==> src/rtl/ufr_pkg.sv <==
// Types, codes, constants and the CRC-8 table of the UART frame receiver.
// No dependencies; used by every module of the block.
`default_nettype none

package ufr_pkg;

  localparam int unsigned SyncLimit = 32;
  localparam int unsigned PadBytes  = 6;
  localparam logic [7:0]  SyncByte  = 8'hAA;
  localparam int unsigned CfgIdxW   = 1;
  localparam int unsigned CfgDataW  = 16;

  typedef enum logic [CfgIdxW-1:0] {
    CfgMaxPayload = 1'b0,
    CfgPadEnable  = 1'b1
  } cfg_idx_e;

  typedef enum logic [6:0] {
    PhHunt  = 7'b0000001,
    PhCtrl  = 7'b0000010,
    PhLenHi = 7'b0000100,
    PhLenLo = 7'b0001000,
    PhCrc   = 7'b0010000,
    PhData  = 7'b0100000,
    PhPad   = 7'b1000000
  } phase_e;

  typedef enum logic [1:0] {
    EvData  = 2'd0,
    EvDone  = 2'd1,
    EvError = 2'd2
  } event_e;

  typedef enum logic [2:0] {
    ErrSync = 3'd0,
    ErrSeq  = 3'd1,
    ErrCrc  = 3'd2,
    ErrLen  = 3'd3,
    ErrPad  = 3'd4
  } err_e;

  typedef struct packed {
    logic [7:0] rx_byte;
  } in_item_t;

  typedef struct packed {
    logic [1:0]  event_res;
    logic [7:0]  out_byte;
    logic [7:0]  frame_type;
    logic [15:0] frame_length;
    logic [2:0]  error_code;
  } out_item_t;

  typedef struct packed {
    logic [15:0] max_payload;
    logic        padding_enable;
  } cfg_t;

  localparam logic [7:0] CrcTable [256] = '{
    8'h00,8'h91,8'he3,8'h72,8'h07,8'h96,8'he4,8'h75,
    8'h0e,8'h9f,8'hed,8'h7c,8'h09,8'h98,8'hea,8'h7b,
    8'h1c,8'h8d,8'hff,8'h6e,8'h1b,8'h8a,8'hf8,8'h69,
    8'h12,8'h83,8'hf1,8'h60,8'h15,8'h84,8'hf6,8'h67,
    8'h38,8'ha9,8'hdb,8'h4a,8'h3f,8'hae,8'hdc,8'h4d,
    8'h36,8'ha7,8'hd5,8'h44,8'h31,8'ha0,8'hd2,8'h43,
    8'h24,8'hb5,8'hc7,8'h56,8'h23,8'hb2,8'hc0,8'h51,
    8'h2a,8'hbb,8'hc9,8'h58,8'h2d,8'hbc,8'hce,8'h5f,
    8'h70,8'he1,8'h93,8'h02,8'h77,8'he6,8'h94,8'h05,
    8'h7e,8'hef,8'h9d,8'h0c,8'h79,8'he8,8'h9a,8'h0b,
    8'h6c,8'hfd,8'h8f,8'h1e,8'h6b,8'hfa,8'h88,8'h19,
    8'h62,8'hf3,8'h81,8'h10,8'h65,8'hf4,8'h86,8'h17,
    8'h48,8'hd9,8'hab,8'h3a,8'h4f,8'hde,8'hac,8'h3d,
    8'h46,8'hd7,8'ha5,8'h34,8'h41,8'hd0,8'ha2,8'h33,
    8'h54,8'hc5,8'hb7,8'h26,8'h53,8'hc2,8'hb0,8'h21,
    8'h5a,8'hcb,8'hb9,8'h28,8'h5d,8'hcc,8'hbe,8'h2f,
    8'he0,8'h71,8'h03,8'h92,8'he7,8'h76,8'h04,8'h95,
    8'hee,8'h7f,8'h0d,8'h9c,8'he9,8'h78,8'h0a,8'h9b,
    8'hfc,8'h6d,8'h1f,8'h8e,8'hfb,8'h6a,8'h18,8'h89,
    8'hf2,8'h63,8'h11,8'h80,8'hf5,8'h64,8'h16,8'h87,
    8'hd8,8'h49,8'h3b,8'haa,8'hdf,8'h4e,8'h3c,8'had,
    8'hd6,8'h47,8'h35,8'ha4,8'hd1,8'h40,8'h32,8'ha3,
    8'hc4,8'h55,8'h27,8'hb6,8'hc3,8'h52,8'h20,8'hb1,
    8'hca,8'h5b,8'h29,8'hb8,8'hcd,8'h5c,8'h2e,8'hbf,
    8'h90,8'h01,8'h73,8'he2,8'h97,8'h06,8'h74,8'he5,
    8'h9e,8'h0f,8'h7d,8'hec,8'h99,8'h08,8'h7a,8'heb,
    8'h8c,8'h1d,8'h6f,8'hfe,8'h8b,8'h1a,8'h68,8'hf9,
    8'h82,8'h13,8'h61,8'hf0,8'h85,8'h14,8'h66,8'hf7,
    8'ha8,8'h39,8'h4b,8'hda,8'haf,8'h3e,8'h4c,8'hdd,
    8'ha6,8'h37,8'h45,8'hd4,8'ha1,8'h30,8'h42,8'hd3,
    8'hb4,8'h25,8'h57,8'hc6,8'hb3,8'h22,8'h50,8'hc1,
    8'hba,8'h2b,8'h59,8'hc8,8'hbd,8'h2c,8'h5e,8'hcf
  };

  function automatic logic [7:0] crc_step(input logic [7:0] idx);
    return CrcTable[idx];
  endfunction

endpackage

`default_nettype wire

==> src/rtl/ufr_stream_if.sv <==
// Valid/ready stream channel carrying one item per handshake.
// Payload type is a parameter; the item types come from ufr_pkg.
`default_nettype none

interface ufr_stream_if #(
  parameter type payload_t = logic [7:0]
);
  logic     valid;
  logic     ready;
  payload_t payload;

  modport source (output valid, output payload, input ready);
  modport sink   (input valid, input payload, output ready);
endinterface

`default_nettype wire

==> src/rtl/ufr_cfg_regs.sv <==
// Configuration registers of the UART frame receiver (max payload, padding).
// Depends on ufr_pkg.
`default_nettype none

module ufr_cfg_regs (
  input  logic                           clk_i,
  input  logic                           rst_ni,
  input  logic                           cfg_we_i,
  input  logic [ufr_pkg::CfgIdxW-1:0]    cfg_idx_i,
  input  logic [ufr_pkg::CfgDataW-1:0]   cfg_wdata_i,
  output ufr_pkg::cfg_t                  cfg_o
);
  import ufr_pkg::*;

  logic [15:0] max_payload_q, max_payload_d;
  logic        pad_en_q, pad_en_d;

  always_comb begin
    max_payload_d = max_payload_q;
    pad_en_d      = pad_en_q;
    if (cfg_we_i) begin
      unique case (cfg_idx_i)
        CfgMaxPayload: max_payload_d = cfg_wdata_i[15:0];
        CfgPadEnable:  pad_en_d      = cfg_wdata_i[0];
        default: ;
      endcase
    end
  end

  always_ff @(posedge clk_i or negedge rst_ni) begin
    if (!rst_ni) begin
      max_payload_q <= 16'hFFFF;
      pad_en_q      <= 1'b1;
    end else begin
      max_payload_q <= max_payload_d;
      pad_en_q      <= pad_en_d;
    end
  end

  assign cfg_o.max_payload    = max_payload_q;
  assign cfg_o.padding_enable = pad_en_q;

endmodule

`default_nettype wire

==> src/rtl/ufr_in_stage.sv <==
// Input register of the UART frame receiver: holds one received byte.
// Depends on ufr_pkg.
`default_nettype none

module ufr_in_stage (
  input  logic              clk_i,
  input  logic              rst_ni,
  input  logic              valid_i,
  input  ufr_pkg::in_item_t item_i,
  output logic              ready_o,
  input  logic              advance_i,
  output logic              valid_o,
  output logic [7:0]        byte_o
);
  import ufr_pkg::*;

  logic       valid_q, valid_d;
  logic [7:0] byte_q;
  logic       take;

  // The register can refill in the same cycle it hands its byte on.
  assign ready_o = !valid_q || advance_i;
  assign take    = valid_i && ready_o;

  always_comb begin
    valid_d = valid_q;
    if (take) begin
      valid_d = 1'b1;
    end else if (advance_i) begin
      valid_d = 1'b0;
    end
  end

  always_ff @(posedge clk_i or negedge rst_ni) begin
    if (!rst_ni) begin
      valid_q <= 1'b0;
    end else begin
      valid_q <= valid_d;
    end
  end

  always_ff @(posedge clk_i) begin
    if (take) begin
      byte_q <= item_i.rx_byte;
    end
  end

  assign valid_o = valid_q;
  assign byte_o  = byte_q;

endmodule

`default_nettype wire

==> src/rtl/ufr_parser.sv <==
// Frame parser of the UART frame receiver: sync hunt, header check, payload
// and padding tracking, one byte per step. Depends on ufr_pkg.
`default_nettype none

module ufr_parser #(
  parameter int unsigned SYNC_LIMIT = ufr_pkg::SyncLimit
) (
  input  logic               clk_i,
  input  logic               rst_ni,
  input  logic               step_i,
  input  logic [7:0]         byte_i,
  input  ufr_pkg::cfg_t      cfg_i,
  output logic               emit_o,
  output ufr_pkg::out_item_t item_o
);
  import ufr_pkg::*;

  localparam int unsigned MissW = $clog2(SYNC_LIMIT + 1);

  phase_e           phase_q, phase_d;
  logic [3:0]       seq_q, seq_d;
  logic [7:0]       crc_q, crc_d;
  logic [7:0]       ctrl_q, ctrl_d;
  logic [15:0]      len_q, len_d;
  logic [15:0]      cnt_q, cnt_d;
  logic [MissW-1:0] miss_q, miss_d;

  logic        pad_on;
  logic [7:0]  crc_next;
  logic [15:0] cnt_inc;
  logic [1:0]  ev;
  logic [7:0]  ob;
  logic [2:0]  err;

  assign pad_on   = cfg_i.padding_enable && (PadBytes > 0);
  assign crc_next = crc_step(byte_i ^ crc_q);
  assign cnt_inc  = cnt_q + 16'd1;

  always_comb begin
    phase_d = phase_q;
    seq_d   = seq_q;
    crc_d   = crc_q;
    ctrl_d  = ctrl_q;
    len_d   = len_q;
    cnt_d   = cnt_q;
    miss_d  = miss_q;
    emit_o  = 1'b0;
    ev      = EvData;
    ob      = 8'h00;
    err     = ErrSync;

    unique case (phase_q)
      PhCtrl: begin
        ctrl_d = byte_i;
        len_d  = 16'h0000;
        if (byte_i[3:0] != seq_q) begin
          emit_o = 1'b1;
          ev     = EvError;
          err    = ErrSeq;
        end else begin
          crc_d   = crc_step(byte_i);
          phase_d = PhLenHi;
        end
      end
      PhLenHi: begin
        len_d   = {byte_i, 8'h00};
        crc_d   = crc_next;
        phase_d = PhLenLo;
      end
      PhLenLo: begin
        len_d   = {len_q[15:8], byte_i};
        crc_d   = crc_next;
        phase_d = PhCrc;
      end
      PhCrc: begin
        crc_d = crc_next;
        if (crc_next != 8'h00) begin
          emit_o = 1'b1;
          ev     = EvError;
          err    = ErrCrc;
        end else if (len_q > cfg_i.max_payload) begin
          emit_o = 1'b1;
          ev     = EvError;
          err    = ErrLen;
        end else begin
          cnt_d = 16'h0000;
          if (len_q != 16'h0000) begin
            phase_d = PhData;
          end else if (pad_on) begin
            phase_d = PhPad;
          end else begin
            emit_o = 1'b1;
            ev     = EvDone;
          end
        end
      end
      PhData: begin
        emit_o = 1'b1;
        ob     = byte_i;
        if (cnt_inc < len_q) begin
          cnt_d = cnt_inc;
        end else begin
          cnt_d = 16'h0000;
          if (pad_on) begin
            phase_d = PhPad;
          end else begin
            ev = EvDone;
          end
        end
      end
      PhPad: begin
        if (byte_i != 8'h00) begin
          emit_o = 1'b1;
          ev     = EvError;
          err    = ErrPad;
        end else begin
          cnt_d = cnt_inc;
          if (cnt_inc >= 16'(PadBytes)) begin
            emit_o = 1'b1;
            ev     = EvDone;
          end
        end
      end
      default: begin
        // Hunting; an unused phase code behaves the same way.
        phase_d = PhHunt;
        if (byte_i == SyncByte) begin
          miss_d  = '0;
          phase_d = PhCtrl;
        end else if (miss_q >= MissW'(SYNC_LIMIT)) begin
          ctrl_d = 8'h00;
          len_d  = 16'h0000;
          emit_o = 1'b1;
          ev     = EvError;
          err    = ErrSync;
        end else begin
          miss_d = miss_q + MissW'(1);
        end
      end
    endcase

    // Both a completed frame and an error send the parser back to hunting.
    if (emit_o && (ev != EvData)) begin
      phase_d = PhHunt;
      cnt_d   = 16'h0000;
      miss_d  = '0;
      if (ev == EvDone) begin
        seq_d = seq_q + 4'd1;
      end
    end

    item_o.event_res    = ev;
    item_o.out_byte     = ob;
    item_o.frame_type   = ctrl_d;
    item_o.frame_length = len_d;
    item_o.error_code   = (ev == EvError) ? err : 3'd0;
  end

  always_ff @(posedge clk_i or negedge rst_ni) begin
    if (!rst_ni) begin
      phase_q <= PhHunt;
      seq_q   <= 4'd0;
      crc_q   <= 8'h00;
      ctrl_q  <= 8'h00;
      len_q   <= 16'h0000;
      cnt_q   <= 16'h0000;
      miss_q  <= '0;
    end else if (step_i) begin
      phase_q <= phase_d;
      seq_q   <= seq_d;
      crc_q   <= crc_d;
      ctrl_q  <= ctrl_d;
      len_q   <= len_d;
      cnt_q   <= cnt_d;
      miss_q  <= miss_d;
    end
  end

endmodule

`default_nettype wire

==> src/rtl/ufr_out_stage.sv <==
// Result register of the UART frame receiver, drained by the result channel.
// Depends on ufr_pkg.
`default_nettype none

module ufr_out_stage (
  input  logic               clk_i,
  input  logic               rst_ni,
  input  logic               load_i,
  input  ufr_pkg::out_item_t item_i,
  input  logic               ready_i,
  output logic               valid_o,
  output ufr_pkg::out_item_t item_o,
  output logic               can_take_o
);
  import ufr_pkg::*;

  logic      valid_q, valid_d;
  out_item_t item_q;

  assign can_take_o = !valid_q || ready_i;

  always_comb begin
    valid_d = valid_q;
    if (load_i) begin
      valid_d = 1'b1;
    end else if (ready_i) begin
      valid_d = 1'b0;
    end
  end

  always_ff @(posedge clk_i or negedge rst_ni) begin
    if (!rst_ni) begin
      valid_q <= 1'b0;
    end else begin
      valid_q <= valid_d;
    end
  end

  always_ff @(posedge clk_i) begin
    if (load_i) begin
      item_q <= item_i;
    end
  end

  assign valid_o = valid_q;
  assign item_o  = item_q;

endmodule

`default_nettype wire

==> src/rtl/uart_frame_receiver_top.sv <==
// UART frame receiver. A byte accepted into the input register passes the parser
// into the result register; header and padding bytes give an item only on an error
// or at the end of a frame. Throughput: one byte per cycle; a result item
// waiting on the result channel holds the input register, header bytes included.
// Reset (asynchronous, active low) empties both registers, returns the parser
// to hunting with sequence number zero and restores max_payload and padding.
`default_nettype none

module uart_frame_receiver_top #(
  parameter int unsigned SYNC_LIMIT = ufr_pkg::SyncLimit
) (
  input  logic                         clk_i,
  input  logic                         rst_ni,
  ufr_stream_if.sink                   rx_i,
  ufr_stream_if.source                 res_o,
  input  logic                         cfg_we_i,
  input  logic [ufr_pkg::CfgIdxW-1:0]  cfg_idx_i,
  input  logic [ufr_pkg::CfgDataW-1:0] cfg_wdata_i
);
  import ufr_pkg::*;

  cfg_t      cfg;
  logic      in_valid;
  logic [7:0] in_byte;
  logic      can_take;
  logic      step;
  logic      emit;
  out_item_t step_item;
  out_item_t res_item;
  logic      res_valid;
  logic      rx_ready;

  assign step = in_valid && can_take;

  ufr_cfg_regs u_cfg (
    .clk_i       (clk_i),
    .rst_ni      (rst_ni),
    .cfg_we_i    (cfg_we_i),
    .cfg_idx_i   (cfg_idx_i),
    .cfg_wdata_i (cfg_wdata_i),
    .cfg_o       (cfg)
  );

  ufr_in_stage u_in (
    .clk_i     (clk_i),
    .rst_ni    (rst_ni),
    .valid_i   (rx_i.valid),
    .item_i    (rx_i.payload),
    .ready_o   (rx_ready),
    .advance_i (step),
    .valid_o   (in_valid),
    .byte_o    (in_byte)
  );

  ufr_parser #(
    .SYNC_LIMIT (SYNC_LIMIT)
  ) u_parser (
    .clk_i  (clk_i),
    .rst_ni (rst_ni),
    .step_i (step),
    .byte_i (in_byte),
    .cfg_i  (cfg),
    .emit_o (emit),
    .item_o (step_item)
  );

  ufr_out_stage u_out (
    .clk_i      (clk_i),
    .rst_ni     (rst_ni),
    .load_i     (step && emit),
    .item_i     (step_item),
    .ready_i    (res_o.ready),
    .valid_o    (res_valid),
    .item_o     (res_item),
    .can_take_o (can_take)
  );

  assign rx_i.ready    = rx_ready;
  assign res_o.valid   = res_valid;
  assign res_o.payload = res_item;

endmodule

`default_nettype wire

==> src/flat_wrapper.sv <==
// flat-port wrapper written by rule: the top's interface ports become plain ports
module uart_frame_receiver_top_flat import ufr_pkg::*;
#(
  parameter int unsigned SYNC_LIMIT = ufr_pkg::SyncLimit
)
  (clk_i, rst_ni, cfg_we_i, cfg_idx_i, cfg_wdata_i, rx_i_valid, rx_i_payload, rx_i_ready, res_o_valid, res_o_payload, res_o_ready);
  ufr_stream_if rx_i_i ();
  ufr_stream_if res_o_i ();
  input  logic clk_i;
  input  logic rst_ni;
  input  logic cfg_we_i;
  input  logic [ufr_pkg::CfgIdxW-1:0] cfg_idx_i;
  input  logic [ufr_pkg::CfgDataW-1:0] cfg_wdata_i;
  input wire logic [$bits(rx_i_i.valid)-1:0] rx_i_valid;
  input wire logic [$bits(rx_i_i.payload)-1:0] rx_i_payload;
  output wire logic [$bits(rx_i_i.ready)-1:0] rx_i_ready;
  output wire logic [$bits(res_o_i.valid)-1:0] res_o_valid;
  output wire logic [$bits(res_o_i.payload)-1:0] res_o_payload;
  input wire logic [$bits(res_o_i.ready)-1:0] res_o_ready;
  assign rx_i_i.valid = rx_i_valid;
  assign rx_i_i.payload = rx_i_payload;
  assign rx_i_ready = rx_i_i.ready;
  assign res_o_valid = res_o_i.valid;
  assign res_o_payload = res_o_i.payload;
  assign res_o_i.ready = res_o_ready;
  uart_frame_receiver_top #(.SYNC_LIMIT(SYNC_LIMIT)) u_core (.clk_i(clk_i), .rst_ni(rst_ni), .rx_i(rx_i_i), .res_o(res_o_i), .cfg_we_i(cfg_we_i), .cfg_idx_i(cfg_idx_i), .cfg_wdata_i(cfg_wdata_i));
endmodule
==> config.mk <==
export PLATFORM = sky130hd
export DESIGN_NAME = uart_frame_receiver_top_flat
export DESIGN_NICKNAME = d
export VERILOG_FILES = /design/src/rtl/ufr_pkg.sv /design/src/rtl/ufr_stream_if.sv /design/src/rtl/ufr_cfg_regs.sv /design/src/rtl/ufr_in_stage.sv /design/src/rtl/ufr_parser.sv /design/src/rtl/ufr_out_stage.sv /design/src/rtl/uart_frame_receiver_top.sv /design/src/flat_wrapper.sv
export SDC_FILE = /design/constraint.sdc
export NUM_CORES = 1
export LEC_CHECK = 0
export BUFFER_PORTS_ARGS = -buffer_cell sky130_fd_sc_hd__buf_2
export CAP_MARGIN = 10
export CELL_PAD_IN_SITES_DETAIL_PLACEMENT = 2
export CELL_PAD_IN_SITES_GLOBAL_PLACEMENT = 2
export CORE_MARGIN = 10
export CORE_UTILIZATION = 38
export CTS_BUF_LIST = sky130_fd_sc_hd__clkbuf_8
export DETAILED_ROUTE_END_ITERATION = 7
export PLACE_DENSITY = 0.84
export SETUP_SLACK_MARGIN = 0.15
export SLEW_MARGIN = 20
export SYNTH_ARGS = -nofsm -noshare
export SYNTH_HDL_FRONTEND = slang
export SYNTH_HIERARCHICAL = 1
export SYNTH_SLANG_ARGS = --single-unit
==> constraint.sdc <==
create_clock -name clk_i -period 3.45 [get_ports clk_i]
set_clock_uncertainty 0.15 [all_clocks]
set_input_delay 0.1725 -clock clk_i [delete_from_list [all_inputs] [get_ports clk_i]]
set_output_delay 0.1725 -clock clk_i [all_outputs]
set_load 0.02 [all_outputs]
==> results.md <==
- Detailed placement ended at an HPWL of 15.6 mm.
- The startpoint identified for the worst hold timing path is cfg_idx_i.
- The pin count of the biggest net entering global routing is 77.
- The kind of cell with the highest combined delay along the critical path is compound AO/OA/AOI/OAI gates.
- In this run the critical register-to-register path is captured at u_core/u_parser/cnt_q[5]$_DFFE_PN0P_.
- The critical path starts at u_core/u_parser/cnt_q[1]$_DFFE_PN0P_.
- The count of max-cap constraint violations is 0.
- The startpoint type of the worst setup path is a flop.
- Data arrives at the worst endpoint at 4.17 ns.
- After the last flow step, the layout net total stands at 839.
- The core region is 15800 µm².
- By startpoint and endpoint, the worst setup path is classified as flop to flop.
- The minimum setup slack after placement is -0.321 ns.
- The setup TNS after final layout is -14.09 ns.
- The kind of path behind the tightest hold check is input pin to flop.
- Across all layers, the routed design uses 6049 vias.
- Leaving out fill and tap cells, the most frequent cells in the layout are buf_4 (73), nand2_1 (62), inv_1 (57).
- The number of DRC markers in iteration 0 is 569.
- The final setup violation count is 36.
- Setup repair after global routing could not meet its margin everywhere.
- The number of cells on the critical path is 17.
- Buffers placed on the I/O ports in this run total 39.
- The total wire length is 31.5 mm.
- In this run the static leakage power is 3.72 nW.
- The number of warnings reported in the yosys synthesis log is 6.
- Of the available clock period, the critical path in the final layout requires 116%.
- The power density over the cells is 392 nW/µm².
- The endpoint required time on the critical path is 3.64 ns.
- Static timing analysis puts the maximum clock frequency at 0.251 GHz.
- The met1 capacity usage during global routing is 26.1%.
- For this configuration, the core starts out at a cell density of 38.6%.
- In the final layout, the share of cells above drive strength 1 is 36.4%.
- The horizontal die dimension is 147 µm.
- The die covers 21500 µm².
- The critical path endpoint category is a flop.
- The number of global-route vias before repair is 6829.
- Counting stages on the worst path, the most repeated cell is buf_6.
- The initial antenna violation count was 2.
- The worst register-to-register path begins at u_core/u_parser/cnt_q[1]$_DFFE_PN0P_.
- Leaving out fill and tap cells, the most frequent cell in the layout is buf_4.
- The largest incremental delay on the critical path is 0.47 ns.
- Synthesis handed over a netlist of 642 instances.
- The slowest stage of the critical path belongs to the cell dfrtp_2.
- The final hold violation count is 0.
- Fill cells in the final layout number 1609.
- The number of cells after detailed placement is 906.
- Counting every net in the synthesized netlist gives 714.
- In the routed design, unresolved DRC markers number 0.
- The flow ran to the end, but the final reports show violations.
- The worst reg-to-reg path cell count is 17.
- The number of search-and-repair iterations in the first detailed-routing pass is 5.
- In the global route stage, overall resource usage came out at 24.4%.
- The global-route wire length before repair is 41.1 mm.
- Clock-pin slew was measured on the worst setup and hold paths at 0.12 ns.
- IR analysis of the VDD net gives a maximum drop of 0.295 mV.
- Counting every sink on the clock net gives 92.
- The floorplan has 46 rows.
- For the finished layout, the period the worst path requires is 3.99 ns.
- The clock tree synthesis step divided the H-tree into 3 levels.
- Across all setup checks in the final design, the least slack found is -0.537 ns.
- The busiest metal layer after global routing is met2.
- The buffer depth of the longest clock path is 2.
- The checks that failed: setup timing.
- Along the worst path, the maximum fanout reaches 7.
- The ratio of routed vias to standard cells is 6.12.
- The clock buffer count from CTS is 9.
- The die is 147 µm tall.
- The layout overhead on the synthesized area is 33.4%.
- The post-synthesis average cell area is 9.51 µm².
- The synthesized cell area is 6100 µm².
- The count of nets left with antenna violations once routing finished came out at 0.
- The setup slack of the worst register-to-register path is -0.54 ns.
- The total overflow left after global routing is 0.
- Traced cell by cell, the critical path runs through buf_6 -> nand3_4 -> nor2_2 -> nand3_1 -> xnor2_2 -> ha_1 -> a21oi_2 -> o21ai_2 -> o21bai_2 -> a311oi_2 -> a31o_2 -> nor4_4 -> buf_6 -> buf_6 -> buf_12 -> o2111ai_1 -> nand2_1.
- The endpoint of the worst setup timing path is u_core/u_parser/cnt_q[5]$_DFFE_PN0P_.
- In the global route stage, met2 resource usage came out at 45.1%.
- Counting both buffers and inverters, the worst setup path holds a total of 4.
- The tightest slew margin relative to the limit is 49.5%.
- At the end of routability-driven placement, the weighted congestion stood at 0.850.
- The clock tree from TritonCTS is done.
- In the final routed layout, each cell accounts on average for 31.8 µm.
- The count of pins over their slew limit is 0.
- For this run, the number of standard cells in the final layout without fillers is 989.
- The clock reaches the later pin of the worst-skew pair after 0.41 ns.
- For the pin with the worst max-slew slack, the measured transition is 0.757 ns.
- The met3 layer usage reported by global route is 4.48%.
- The number of top-level pins is 40.
- The root buffer cell is clkbuf_8.
[cell type report]
type                       instances  area, µm²  area share, %
antenna                            1       2.50         0.0307
clock buffer                      10        138           1.69
clock inverter                     6       58.8          0.722
inverter                          56        210           2.58
multi-input combinational        457       3880           47.7
sequential                        92       2410           29.6
tap                              216        270           3.32
timing repair buffer             151       1170           14.4
[worst register-to-register path: stages, from the launching register on]
cell and delay, ns:
dfrtp_2 0.47, buf_6 0.14, nand3_4 0.13, nor2_2 0.22
nand3_1 0.16, xnor2_2 0.35, ha_1 0.36, a21oi_2 0.21
o21ai_2 0.11, o21bai_2 0.21, a311oi_2 0.15, a31o_2 0.28
nor4_4 0.31, buf_6 0.18, buf_6 0.12, buf_12 0.12
o2111ai_1 0.14, nand2_1 0.10
[layer usage]
layer	share of wire, %	wire [µm]
met5	0	0
met4	6.5	2060
met3	5.2	1630
met2	52	16500
met1	36	11300
[metrics by stage]
step	total power (W)	utilization, %	instance area, µm²	hold slack (ns)
3_5_place_dp	0.00212	42.9	6800	0.201
5_1_grt	0.00331	51.4	8140	0.125
4_1_cts	0.00297	48.8	7730	0.0988
3_3_place_gp	0.00203	42.9	6800	0.199
2_1_floorplan	0.00185	-	6160	-0.273
6_report	0.00319	51.4	8140	0.138
[flip-flops by register name, indices dropped and copies added, names as in the netlist]
signal                      flops
u_core/u_parser/len_q          16
u_core/u_out/valid_o            1
u_core/u_out/item_o             8
u_core/u_in/byte_o              8
u_core/u_parser/phase_q         7
u_core/u_parser/cnt_q          16
u_core/u_parser/seq_q           4
u_core/u_parser/miss_q          6
u_core/u_cfg/max_payload_q     16
u_core/u_in/valid_o             1
u_core/u_cfg/pad_en_q           1
u_core/u_parser/crc_q           8
[how the worst min path moves through the flow]
stage	slack [ns]	cells after the start	end
floorplan	-0.27	0	u_core/u_in/valid_o$_DFFE_PN0P_
global placement	0.20	1	u_core/u_in/byte_o[3]$_DFFE_PP_
detailed placement	0.20	1	u_core/u_in/byte_o[1]$_DFFE_PP_
CTS	0.1	3	u_core/u_cfg/max_payload_q[11]$_DFFE_PN1P_
global route	0.13	3	u_core/u_cfg/max_payload_q[6]$_DFFE_PN1P_
finish	0.14	3	u_core/u_cfg/max_payload_q[11]$_DFFE_PN1P_
[power by group]
group	switching (W)	total [W]	internal, W
registers	0.000138	0.00137	0.00123
clock network	0.000466	0.000817	0.000351
logic	0.000589	0.00101	0.000416
[timing repair]
item | in CTS | in global routing
setup endpoints to repair | 42 | 52
hold buffers | 28 | 0
endpoints found under the hold margin | 85 | 0
gates resized for setup | 60 | 55
pin swaps | 35 | 35
setup buffers | 22 | 14
gates cloned | 1 | 1
Power figures use the tool's default switching activity.
